`src/hw/rtl/rdsf_pkg.sv`:
```
`timescale 1ns / 1ps
// ----------------------------------------------------------------------------
// rdsf_pkg: shared types, constants and helpers
// Widths, radix limits and ASCII mapping for the radix digit string formatter.
// ----------------------------------------------------------------------------
package rdsf_pkg;

  // Operand and digit store geometry
  localparam int VALUE_BITS = 63;
  localparam int MAX_DIGITS = 64;
  localparam int ADDR_W     = $clog2(MAX_DIGITS);
  localparam int COUNT_W    = $clog2(MAX_DIGITS + 1);
  localparam int BITCNT_W   = $clog2(VALUE_BITS);

  // Radix register and digit widths
  localparam int RADIX_W = 6;
  localparam int DIGIT_W = 6;
  localparam int CHAR_W  = 7;

  localparam logic [RADIX_W-1:0] RADIX_MIN   = RADIX_W'(2);
  localparam logic [RADIX_W-1:0] RADIX_MAX   = RADIX_W'(36);
  localparam logic [RADIX_W-1:0] RADIX_RESET = RADIX_W'(16);

  // ASCII anchors
  localparam logic [CHAR_W-1:0]  CHAR_ZERO   = CHAR_W'(48);
  localparam logic [CHAR_W-1:0]  CHAR_UPPER_A = CHAR_W'(65);
  localparam logic [DIGIT_W-1:0] DEC_DIGITS  = DIGIT_W'(10);

  typedef logic [RADIX_W-1:0] radix_t;
  typedef logic [DIGIT_W-1:0] digit_t;
  typedef logic [CHAR_W-1:0]  char_t;

  // Clamp the programmed radix into 2..36
  function automatic radix_t effective_radix(input radix_t r);
    radix_t res;
    res = r;
    if (r < RADIX_MIN) res = RADIX_MIN;
    if (r > RADIX_MAX) res = RADIX_MAX;
    return res;
  endfunction

  // Digit value to '0'..'9', 'A'..'Z'
  function automatic char_t digit_to_ascii(input digit_t d);
    char_t c;
    if (d < DEC_DIGITS) begin
      c = CHAR_ZERO + CHAR_W'(d);
    end else begin
      c = CHAR_UPPER_A + CHAR_W'(d - DEC_DIGITS);
    end
    return c;
  endfunction

endpackage

```
`src/hw/rtl/radix_digit_string_formatter_core.sv`:
```
`timescale 1ns / 1ps
// ----------------------------------------------------------------------------
// radix_digit_string_formatter_core: integer to ASCII digits in radix 2..36
// Bit-serial repeated division fills a digit store, which is then read back
// most significant digit first.
// ----------------------------------------------------------------------------
// One value is converted at a time; value_stall stays high from the accepted
// transfer until the final digit has been taken. Each digit costs one pass of
// a shared bit-serial divider: a shift/compare/subtract step for each value
// bit, then a store of the remainder. Readout reads each digit from the store,
// then presents it, and holds it for as long as digit_stall is high. A 63-bit
// value gives at most 63 digits, in radix 2; zero gives one digit '0'.
// The radix register (reset 16) is to be written through the radix channel
// only while the block is idle; the block itself does not enforce this.
// Values below 2 act as 2 and above 36 act as 36.
// ----------------------------------------------------------------------------
module radix_digit_string_formatter_core (
  input  logic                           clk,
  input  logic                           rst,
  // radix configuration channel
  input  logic                           radix_valid,
  output logic                           radix_ready,
  input  logic [rdsf_pkg::RADIX_W-1:0]   radix,
  // input value channel
  input  logic                           value_valid,
  output logic                           value_stall,
  input  logic [rdsf_pkg::VALUE_BITS-1:0] value,
  // output digit channel
  output logic                           digit_valid,
  input  logic                           digit_stall,
  output logic [rdsf_pkg::CHAR_W-1:0]    digit_char,
  output logic                           last_digit
);
  import rdsf_pkg::*;

  localparam logic [2:0] ST_IDLE  = 3'd0;
  localparam logic [2:0] ST_DIV   = 3'd1;
  localparam logic [2:0] ST_STORE = 3'd2;
  localparam logic [2:0] ST_READ  = 3'd3;
  localparam logic [2:0] ST_EMIT  = 3'd4;

  localparam logic [BITCNT_W-1:0] LAST_BIT  = BITCNT_W'(VALUE_BITS - 1);
  localparam logic [COUNT_W-1:0]  COUNT_MAX = COUNT_W'(MAX_DIGITS);

  logic [2:0]            state;
  radix_t                radix_reg;
  radix_t                divisor;
  logic [VALUE_BITS-1:0] work;
  digit_t                rem;
  logic [BITCNT_W-1:0]   bitcnt;
  logic [COUNT_W-1:0]    count;
  logic [ADDR_W-1:0]     rd_idx;
  digit_t                rd_data;

  digit_t                store_mem [MAX_DIGITS];

  logic                  in_xfer;
  logic                  out_xfer;
  logic [RADIX_W:0]      partial;
  logic                  q_bit;
  digit_t                rem_next;
  logic                  room;
  logic [COUNT_W-1:0]    count_next;

  assign in_xfer  = value_valid && !value_stall;
  assign out_xfer = digit_valid && !digit_stall;

  // Handshake outputs
  assign radix_ready = 1'b1;
  assign value_stall = (state != ST_IDLE);
  assign digit_valid = (state == ST_EMIT);
  assign digit_char  = digit_to_ascii(rd_data);
  assign last_digit  = (rd_idx == '0);

  // Shared divider step: bring in next dividend bit, trial subtract
  always_comb begin
    partial  = {rem, work[VALUE_BITS-1]};
    q_bit    = (partial >= {1'b0, divisor});
    rem_next = q_bit ? DIGIT_W'(partial - {1'b0, divisor}) : DIGIT_W'(partial);
  end

  // Digit count after storing the current remainder
  assign room       = (count < COUNT_MAX);
  assign count_next = room ? count + COUNT_W'(1) : count;

  // Radix register
  always_ff @(posedge clk) begin
    if (rst) begin
      radix_reg <= RADIX_RESET;
    end else if (radix_valid && radix_ready) begin
      radix_reg <= radix;
    end
  end

  // Sequencer and datapath
  always_ff @(posedge clk) begin
    if (rst) begin
      state  <= ST_IDLE;
      count  <= '0;
      bitcnt <= '0;
      work   <= '0;
    end else begin
      case (state)
        ST_IDLE: begin
          if (in_xfer) begin
            work    <= value;
            divisor <= effective_radix(radix_reg);
            rem     <= '0;
            bitcnt  <= '0;
            count   <= '0;
            state   <= ST_DIV;
          end
        end
        ST_DIV: begin
          work   <= {work[VALUE_BITS-2:0], q_bit};
          rem    <= rem_next;
          bitcnt <= bitcnt + BITCNT_W'(1);
          if (bitcnt == LAST_BIT) begin
            state <= ST_STORE;
          end
        end
        ST_STORE: begin
          count  <= count_next;
          rem    <= '0;
          bitcnt <= '0;
          if (work == '0) begin
            rd_idx <= ADDR_W'(count_next - COUNT_W'(1));
            state  <= ST_READ;
          end else begin
            state <= ST_DIV;
          end
        end
        ST_READ: begin
          state <= ST_EMIT;
        end
        ST_EMIT: begin
          if (out_xfer) begin
            if (rd_idx == '0) begin
              state <= ST_IDLE;
            end else begin
              rd_idx <= rd_idx - ADDR_W'(1);
              state  <= ST_READ;
            end
          end
        end
        default: begin
          state <= ST_IDLE;
        end
      endcase
    end
  end

  // Digit store: written after each division, read back during readout
  always_ff @(posedge clk) begin
    if (state == ST_STORE && room) begin
      store_mem[count[ADDR_W-1:0]] <= rem;
    end
    if (state == ST_READ) begin
      rd_data <= store_mem[rd_idx];
    end
  end

  // Checks
  a_no_overlap: assert property (@(posedge clk) disable iff (rst)
    !value_stall |-> !digit_valid)
    else $error("digit presented while idle");

  a_accept_starts_div: assert property (@(posedge clk) disable iff (rst)
    in_xfer |=> (state == ST_DIV && count == '0))
    else $error("accepted value did not start division");

  a_rem_bounded: assert property (@(posedge clk) disable iff (rst)
    state == ST_DIV |-> rem < divisor)
    else $error("partial remainder not below radix");

  a_last_ends: assert property (@(posedge clk) disable iff (rst)
    (out_xfer && last_digit) |=> !digit_valid && !value_stall)
    else $error("block not idle after final digit");

  a_divisor_range: assert property (@(posedge clk) disable iff (rst)
    state == ST_DIV |-> (divisor >= RADIX_MIN && divisor <= RADIX_MAX))
    else $error("divisor outside radix range");

endmodule
```
`config.mk`:
```
export PLATFORM = sky130hd
export DESIGN_NAME = radix_digit_string_formatter_core
export DESIGN_NICKNAME = d
export VERILOG_FILES = /design/src/hw/rtl/rdsf_pkg.sv /design/src/hw/rtl/radix_digit_string_formatter_core.sv
export SDC_FILE = /design/constraint.sdc
export NUM_CORES = 1
export LEC_CHECK = 0
export BUFFER_PORTS_ARGS = -buffer_cell sky130_fd_sc_hd__buf_2
export CAP_MARGIN = 5
export CORE_MARGIN = 1.5
export CORE_UTILIZATION = 40
export CTS_CLUSTER_SIZE = 14
export DETAILED_ROUTE_END_ITERATION = 8
export GPL_TIMING_DRIVEN = 0
export HOLD_SLACK_MARGIN = 0.12
export PLACE_DENSITY = 0.59
export SLEW_MARGIN = 20
export SYNTH_ARGS = -nofsm -noshare
export SYNTH_HDL_FRONTEND = slang
export SYNTH_SLANG_ARGS = --single-unit
```
`constraint.sdc`:
```
create_clock -name clk -period 4.45 [get_ports clk]
set_input_delay 0.445 -clock clk [delete_from_list [all_inputs] [get_ports clk]]
set_output_delay 0.445 -clock clk [all_outputs]
set_load 0.05 [all_outputs]
```
Word level (Yosys, flattened, before mapping)
Memories as Yosys holds them, arrays and structs flattened. A register that Yosys moved wholly into a read port is not among the register bits. Index checks and enable logic that the tools add are counted.

Word-level logic and storage cells: 78. Memories: 1. Output and inout port bits: 11. Flip-flop bits (word level): 103. Input bits: 74. Bits in writable memories: 384.

$add $sub $neg: 8. Bitwise operators: 1. Magnitude comparators: 5. Mux-type cells: 23. Equality and inequality tests: 10. Reduce and logical (&&, ||, !) cells: 21.

Memory list: store_mem (depth 64, bits a word 6, read ports 1, clocked after memory_dff 1, write ports 1, line radix_digit_string_formatter_core.sv:55) `digit_t store_mem [MAX_DIGITS];`.

Operators with widths (count): case mux 63 bit (2 select lines) (1); zero test 63 bit (1); 2-to-1 mux 63 bit (1); 2-to-1 mux 6 bit (6); case mux 6 bit (3 select lines) (2); 2-to-1 mux 7 bit (3); case mux 3 bit (5 select lines) (1); case mux 7 bit (2 select lines) (1); case mux 6 bit (2 select lines) (1); subtractor 6 x 1 -> 6 bit, second input constant (2); 2-to-1 mux 3 bit (3); AND reduction 3 bit (3); != test 2 bit, second input constant (4); adder 6 x 6 -> 7 bit, first input constant (1); adder 7 x 1 -> 7 bit, second input constant (1); adder 7 bit, first input constant (1); greater-or-equal comparator 7 x 6 -> 1 bit (1); less-than comparator 7 bit, second input constant (1); subtractor 6 x 4 -> 7 bit, second input constant (1); adder 6 x 1 -> 6 bit, second input constant (1); == test 3 x 2 -> 1 bit, second input constant (2); == test 6 bit, second input constant (1); greater-than comparator 6 bit, second input constant (1); zero test 6 bit (1); other kinds (17) (27).

Logic depth before layout (Yosys ltp)
Gate-level depths: netlist of run 1.

Depth in word-level cells: 5. Depth in mapped cells: 10. Mapped depth without buffers: 9.

Least setup slack after synthesis of run 1
Ideal clock, no wire load.

Path kind: reg2reg. Start: register rd_idx[0]. End: register rd_idx[0], enable pin. Slack: 1.443 ns. Stages on the path, launching flop included: 9. Buffers on the path: 4. Required time: 4.125 ns. Arrival time: 2.682 ns. Path through: edfxtp_1 -> buf_2 -> buf_4 -> buf_4 -> buf_4 -> nor3_1 -> inv_1 -> a21oi_1 -> a211oi_1.

Cells in the longest elaborated chain, start to end: 3.

Ends and longest elaborated chain: start, declared (line radix_digit_string_formatter_core.sv:52) `logic [ADDR_W-1:0] rd_idx;`; start signal, assigned (line radix_digit_string_formatter_core.sv:127) `rd_idx <= ADDR_W'(count_next - COUNT_W'(1));`; start signal, assigned (line radix_digit_string_formatter_core.sv:141) `rd_idx <= rd_idx - ADDR_W'(1);`; zero test 6 bit; named net last_digit (line radix_digit_string_formatter_core.sv:32) `output logic last_digit`; != test 2 bit (no line); AND reduction 5 bit (no line).

The timed path passes the listed nets, and every way through them passes these cells. A chain may end at the register's enable or synchronous reset.

Worst setup path after layout of run 1
Start: register rd_idx[1]. End: output last_digit.

Cells in the longest elaborated chain, start to end: 1.

Ends and longest elaborated chain: zero test 6 bit (line radix_digit_string_formatter_core.sv:73) `assign last_digit = (rd_idx == '0);`; end, declared (line radix_digit_string_formatter_core.sv:32).

Every way passes these cells.

==> results of run 1 <==
worst max-delay path: cells and delay by family (launching register included):
family	cells	cell delay, ns
buffers and inverters	3	1.05
and+or+nand+nor	3	1.26
DFF	1	0.35
kinds of logic (layout without fill, tap and decap cells):
family                   after synthesis  count (layout)
flip-flops                           493             493
other                                  1               1
buffers and inverters                 98             297
AO/OA/AOI/OAI                        225             225
adder cells (fa/ha/maj)               14              14
XOR/XNOR                              19              19
multiplexers                         136             136
AND/OR/NAND/NOR                      304             304
routing by layer:
| layer | part of all wire (%) | vias up |
|---|---|---|
| li1 | - | 5384 |
| met2 | 48 | 444 |
| met1 | 42 | 6103 |
| met3 | 7.1 | 93 |
| met4 | 2.9 | 2 |
| met5 | 0.014 | - |
synth_stat cells (4+ instances only):
library cell	count
a21oi_1	92
nor4_1	18
nand2b_1	6
o211ai_1	4
nor3_1	17
o21ai_0	12
buf_1	6
nand2_1	99
xnor2_1	11
xor2_1	8
inv_1	21
edfxtp_1	408
buf_4	5
nor2_1	112
buf_6	4
o21ai_1	9
a211oi_1	8
nand4_1	7
mux2i_1	33
dfxtp_1	85
buf_2	12
a221oi_1	8
ha_1	13
a22oi_1	67
nor2b_1	18
clkbuf_1	49
nand3_1	16
mux4_2	100
layout make-up:
type                       count  share of cell area (%)
multi-input combinational    699                    24.7
timing repair buffer         105                    3.28
buffer                        76                    1.50
clock inverter                25                   0.811
sequential                   493                    59.9
clock buffer                  69                    5.90
tap                          672                    3.61
inverter                      22                   0.354
power groups by stage:
stage	registers [mW]	clock network (mW)	logic, mW
after CTS	5.20	4.12	0.602
final	5.20	4.05	0.601
after global routing	5.20	4.28	0.666
after floorplan	5.32	0	0.312
after global placement	5.39	0	0.431
after detailed placement	5.29	0	0.595
final timing paths:
path	to	slack (ns)	cells past startpoint
setup / recovery	last_digit	0.76	6
hold / removal	work[58]	0.15	3
setup reg to reg	rd_data[1]	0.81	9
hold reg to reg	work[48]	0.48	2
metrics by stage:
| step | std cells | power [mW] |
|---|---|---|
| after floorplan | 1290 | 5.63 |
| after global placement | 2043 | 5.82 |
| after detailed placement | 2060 | 5.89 |
| after CTS | 2161 | 9.92 |
| after global routing | 2161 | 10.2 |
| final | 2161 | 9.84 |
timing repair:
| item | 4_1_cts | 5_1_grt |
|---|---|---|
| hold buffers | 7 | 0 |
| endpoints found under the setup margin | 0 | 0 |
| buffers inserted | 0 | 0 |
| hold endpoints to repair | 7 | 0 |
==> results.py, run 1 <==
metrics = {
    "outcome": {
        "outcome": "finished clean",
    },
    "clock_tree": {
        "cts_resized": 0,
        "h-tree-depth": 2,
        "cts_buffers": 51,
        "cts.path.max_buffers": 3,
        "cts_num_sinks": 493,
        "clock_latency_ns": 0.58,
        "cts-root-buf": "clkbuf_16",
        "cts_tree": "built",
        "clk_pin_slew_worst_paths_ns": 0.06,
    },
    "setup_path": {
        "crit_required_ns": 4.01,
        "worst_path_largest_cell_delay_ns": 0.61,
        "timing.rr.start": "rd_idx[1]",
        "path_class": "register to output pin",
        "worstPathArrival_ns": 3.25,
        "worst-path-max-fanout": 10,
        "worstPathCellList": "buf_2, clkbuf_1, nor2_1, nand2_1, nor3_1, buf_2",
        "end_kind": "output pin",
        "cpMostUsedCell": "buf_2",
        "cp_slowest_cell": "nor3_1",
        "crit_start": "rd_idx[1]",
        "start_kind": "register",
    },
    "power": {
        "leakage_nw": 7.63,
        "power_frac_seq_pct": 52.8,
        "p_int_mw": 7.67,
        "p_sw_share_pct": 22.0,
        "irDropWorstVdd_v": 0.000283,
        "p_sw_mw": 2.17,
        "clkPwrFrac_pct": 41.1,
        "combPwrFrac_pct": 6.1,
        "power_density_nw_per_um2": 422,
    },
    "detailed_routing": {
        "drt_pass1_iterations": 6,
        "routed_wl_um": 50300,
        "drt_iter0_drc": 1174,
        "detail_route.vias_per_cell": 5.57,
        "drtAntennaViolNets": 0,
        "wl_per_cell_um": 23.3,
        "remaining_drc_errors": 0,
        "vias": 12026,
    },
    "flow_run": {
        "max_cap_violations": 0,
    },
    "timing": {
        "layout_setup_ws_ns": 0.759,
        "hold_violations": 0,
        "slew_violations": 0,
        "setup_violations": 0,
        "post-route-min-period_ns": 3.69,
        "whs_ns": 0.145,
        "tightest_slew_ns": 1.12,
        "relSlewSlack_pct": 24.6,
        "finalCritPeriodShare_pct": 82.9,
        "worst_clock_skew_ns": 0.0199,
        "tns_ns": 0,
        "fmax_mhz": 271,
        "rsz0062_at_grt": "false",
    },
    "cells_and_area": {
        "multi_input_area_um2": 5750,
        "final_common_cell": "edfxtp_1",
        "final_cell_mix": "edfxtp_1 (408), nor2_1 (112), mux4_2 (100)",
        "largest_register_ffs": 384,
        "antenna_cells": 0,
        "fillers": 4401,
        "finalNetCount": 1536,
        "final_util_pct": 46.7,
        "final_area_um2": 23300,
        "drive_gt1_share_pct": 19.7,
        "area_growth_syn_to_layout_pct": 15.7,
        "register_area_um2": 14000,
    },
    "placed_design": {
        "dpl.hpwl_um": 34600,
        "placed_cell_area_um2": 21700,
        "port_buffers": 81,
        "pre_cts_slack_ns": 0.902,
        "gp_congestion": 0.881,
    },
    "synthesis": {
        "ys.flop_type": "edfxtp_1",
        "ys_types": 54,
        "synth_area_um2": 20100,
        "synth-compound-area-share_pct": 7.15,
        "netlist.top_cell.by_area": "edfxtp_1",
        "synth-edff-count": 408,
        "syn_area_per_cell_um2": 15.6,
        "ys_seq_area_share_pct": 69.3,
        "synthSimpleGateAreaFrac_pct": 6.64,
        "synthAdderAreaFrac_pct": 0.907,
        "synthArstFlopShare_pct": 0,
        "synth_top_family_by_area": "multiplexers",
        "syn_nets": 1378,
        "synth_top_area_share_pct": 60.9,
        "yosys-top-cells-area": "edfxtp_1 (61%), mux4_2 (11%), dfxtp_1 (8.5%), a22oi_1 (2.5%), a21oi_1 (2.3%)",
        "ys_ff_latch": 493,
        "synth_xor_area_share_pct": 0.827,
        "synthCells": 1290,
        "yosys-mux-area-fraction_pct": 13.0,
        "ys_warn_count": 0,
    },
    "grt": {
        "antenna_found_initial": 1,
        "grt-ovfl-total": 0,
        "grt_max_degree": 27,
        "grt_pass1_wl_um": 75300,
        "grtUsageMet1_pct": 26.8,
        "grtUsageTotal_pct": 20.0,
        "first_global_vias": 12029,
        "grt.met2_usage_pct": 32.9,
        "top_usage_layer": "met2",
        "use_met3_pct": 4.01,
    },
    "floorplan": {
        "core_area_um2": 49900,
        "die_w_um": 227,
        "initial_utilization_pct": 40.4,
        "boundaryPins": 85,
        "dieArea_um2": 51700,
        "rows": 82,
        "die_h_um": 227,
    },
    "worst_hold_path": {
        "holdCritPathClass": "primary input to register",
        "worstHoldStart": "value[58]",
    },
}
(Power assumes the default switching activity.)
==> run 2: changes to the inputs <==
Clock period 4.45 ns to 3.7 ns, I/O delays scaled along.
==> run 2 against run 1 <==
Net effect:
- sequential power increased by 20%
- critical endpoint unchanged
- largest power group unchanged
- core utilization grew 1.3 points
- global-route usage grew 0.25 points
- first-iteration DRC count increased by 1.7%
- clock skew increased by 0.0045 ns
- design area increased by 2.7%
- power is 21% higher
- clock power rose by 20%
- sequential share of layout area down 1.6 points
- via count increased by 1.9%
==> results.py, run 2 (synthesis results as in run 1) <==
metrics = {
    "outcome": {
        "outcome": "finished clean",
    },
    "power": {
        "p_sw_mw": 2.62,
        "power_frac_seq_pct": 52.6,
        "irDropWorstVdd_v": 0.000340,
        "leakage_nw": 7.89,
        "p_int_mw": 9.27,
        "p_total_mw": 11.9,
        "combPwrFrac_pct": 6.5,
        "clkPwrFrac_pct": 40.9,
        "power_density_nw_per_um2": 497,
        "p_sw_share_pct": 22.0,
    },
    "timing": {
        "finalCritPeriodShare_pct": 97.9,
        "layout_setup_ws_ns": 0.0770,
        "worst_clock_skew_ns": 0.0244,
        "tns_ns": 0,
        "fmax_mhz": 276,
        "rsz0062_at_grt": "false",
        "post-route-min-period_ns": 3.62,
        "relSlewSlack_pct": 21.8,
        "hold_violations": 0,
        "tightest_slew_ns": 1.17,
        "slew_violations": 0,
        "setup_violations": 0,
    },
    "worst_hold_path": {
        "hold_path_depth": 3,
        "holdPathEnd": "state[0]",
        "holdCritPathClass": "primary input to register",
        "worstHoldStart": "value_valid",
    },
    "cells_and_area": {
        "antenna_cells": 0,
        "final_common_cell": "edfxtp_1",
        "largest_register_ffs": 384,
        "finalNetCount": 1599,
        "fillers": 4328,
        "drive_gt1_share_pct": 18.9,
        "area_growth_syn_to_layout_pct": 18.9,
        "final_cell_mix": "edfxtp_1 (408), nor2_1 (112), mux4_2 (100)",
    },
    "setup_path": {
        "cp_slowest_cell": "nor3_1",
        "crit_start": "rd_idx[1]",
        "worstPathArrival_ns": 3.25,
        "r2r_end": "rd_data[1]",
        "rr_worst_depth": 9,
        "worst-path-max-fanout": 10,
        "timing.rr.start": "rd_idx[1]",
        "crit_required_ns": 3.33,
        "worstPathCellList": "buf_2, clkbuf_1, nor2_1, nand2_1, nor3_1, buf_2",
        "cpMostUsedCell": "buf_2",
        "worst_path_largest_cell_delay_ns": 0.62,
        "start_kind": "register",
        "ff2ff_setup_slack_ns": 0.08,
        "path_class": "register to output pin",
        "end_kind": "output pin",
    },
    "detailed_routing": {
        "remaining_drc_errors": 0,
        "drtAntennaViolNets": 0,
        "routed_wl_um": 51000,
        "wl_per_cell_um": 22.9,
        "drt_iter0_drc": 1194,
        "vias": 12253,
        "detail_route.vias_per_cell": 5.51,
        "drt_pass1_iterations": 5,
    },
    "clock_tree": {
        "h-tree-depth": 2,
        "cts_tree": "built",
        "cts.path.max_buffers": 3,
        "cts-root-buf": "clkbuf_16",
        "cts_buffers": 51,
        "clk_pin_slew_worst_paths_ns": 0.06,
        "cts_num_sinks": 493,
        "postCtsSetupRepairBufs": 0,
        "clock_latency_ns": 0.59,
    },
    "floorplan": {
        "initial_utilization_pct": 40.4,
        "die_w_um": 227,
        "die_h_um": 227,
        "dieArea_um2": 51700,
        "boundaryPins": 85,
        "rows": 82,
        "core_area_um2": 49900,
    },
    "placed_design": {
        "gp_congestion": 0.881,
        "dpl.hpwl_um": 34600,
        "pre_cts_slack_ns": 0.152,
        "port_buffers": 81,
    },
    "grt": {
        "grtUsageTotal_pct": 20.3,
        "antenna_found_initial": 0,
        "first_global_vias": 12310,
        "grt_pass1_wl_um": 76500,
        "grt_max_degree": 27,
        "grt-ovfl-total": 0,
    },
    "flow_run": {
        "max_cap_violations": 0,
    },
}
run 2: power groups by stage:
stage | Combinational, mW | Clock, mW | Sequential [mW]
after floorplan | 0.376 | 0 | 6.39
after global placement | 0.518 | 0 | 6.49
after detailed placement | 0.716 | 0 | 6.37
after CTS | 0.775 | 4.96 | 6.25
after global routing | 0.859 | 5.16 | 6.26
final | 0.778 | 4.87 | 6.25
run 2: worst max path at each step:
stage	to	cells after the start
floorplan	rd_idx[0]	8
global placement	rem[5]	7
detailed placement	rd_data[1]	9
CTS	rd_data[1]	9
global route	rd_data[1]	9
finish	last_digit	6
run 2: what timing repair did:
action / in CTS / in global routing
hold endpoints to repair: 70 / 0
hold buffers: 70 / 0
resized for setup: 0 / 0
run 2: worst max-delay path, delay by kind of cell (launching register included):
kind / cells / cell delay [ns]
buffers and inverters: 3 / 1.05
AND/OR/NAND/NOR: 3 / 1.26
flip-flops: 1 / 0.35
run 2: per-stage QoR:
| step | utilization (%) | cells | hold WS [ns] | cell area [um^2] |
|---|---|---|---|---|
| 6_report | 48.0 | 2224 | 0.196 | 23900 |
| 4_1_cts | 48.0 | 2224 | 0.162 | 23900 |
| 5_1_grt | 48.0 | 2224 | 0.199 | 23900 |
| 3_5_place_dp | 43.5 | 2060 | 0.463 | 21700 |
| 2_1_floorplan | - | 1290 | 0.449 | 20100 |
| 3_3_place_gp | 42.9 | 2043 | 0.457 | 21400 |
run 2: final cells by class:
| type | instances | area (um^2) | area share [%] |
|---|---|---|---|
| Buffer | 76 | 350 | 1.46 |
| Clock buffer | 69 | 1380 | 5.75 |
| Clock inverter | 25 | 189 | 0.789 |
| Inverter | 22 | 82.6 | 0.345 |
| Multi-Input combinational cell | 699 | 5750 | 24.0 |
| Sequential cell | 493 | 14000 | 58.3 |
| Tap cell | 672 | 841 | 3.51 |
| Timing Repair Buffer | 168 | 1400 | 5.83 |
run 2: metal layers:
metal | wire length [um] | vias to the layer above | track usage (%) | part of all wire, %
met2 | 24800 | 499 | 33.7 | 49
met3 | 3620 | 89 | 3.74 | 7.1
met1 | 21100 | 6159 | 27.1 | 41
li1 | - | 5506 | - | -
met4 | 1450 | 0 | 6.41 | 2.8
met5 | 0 | - | 0 | 0
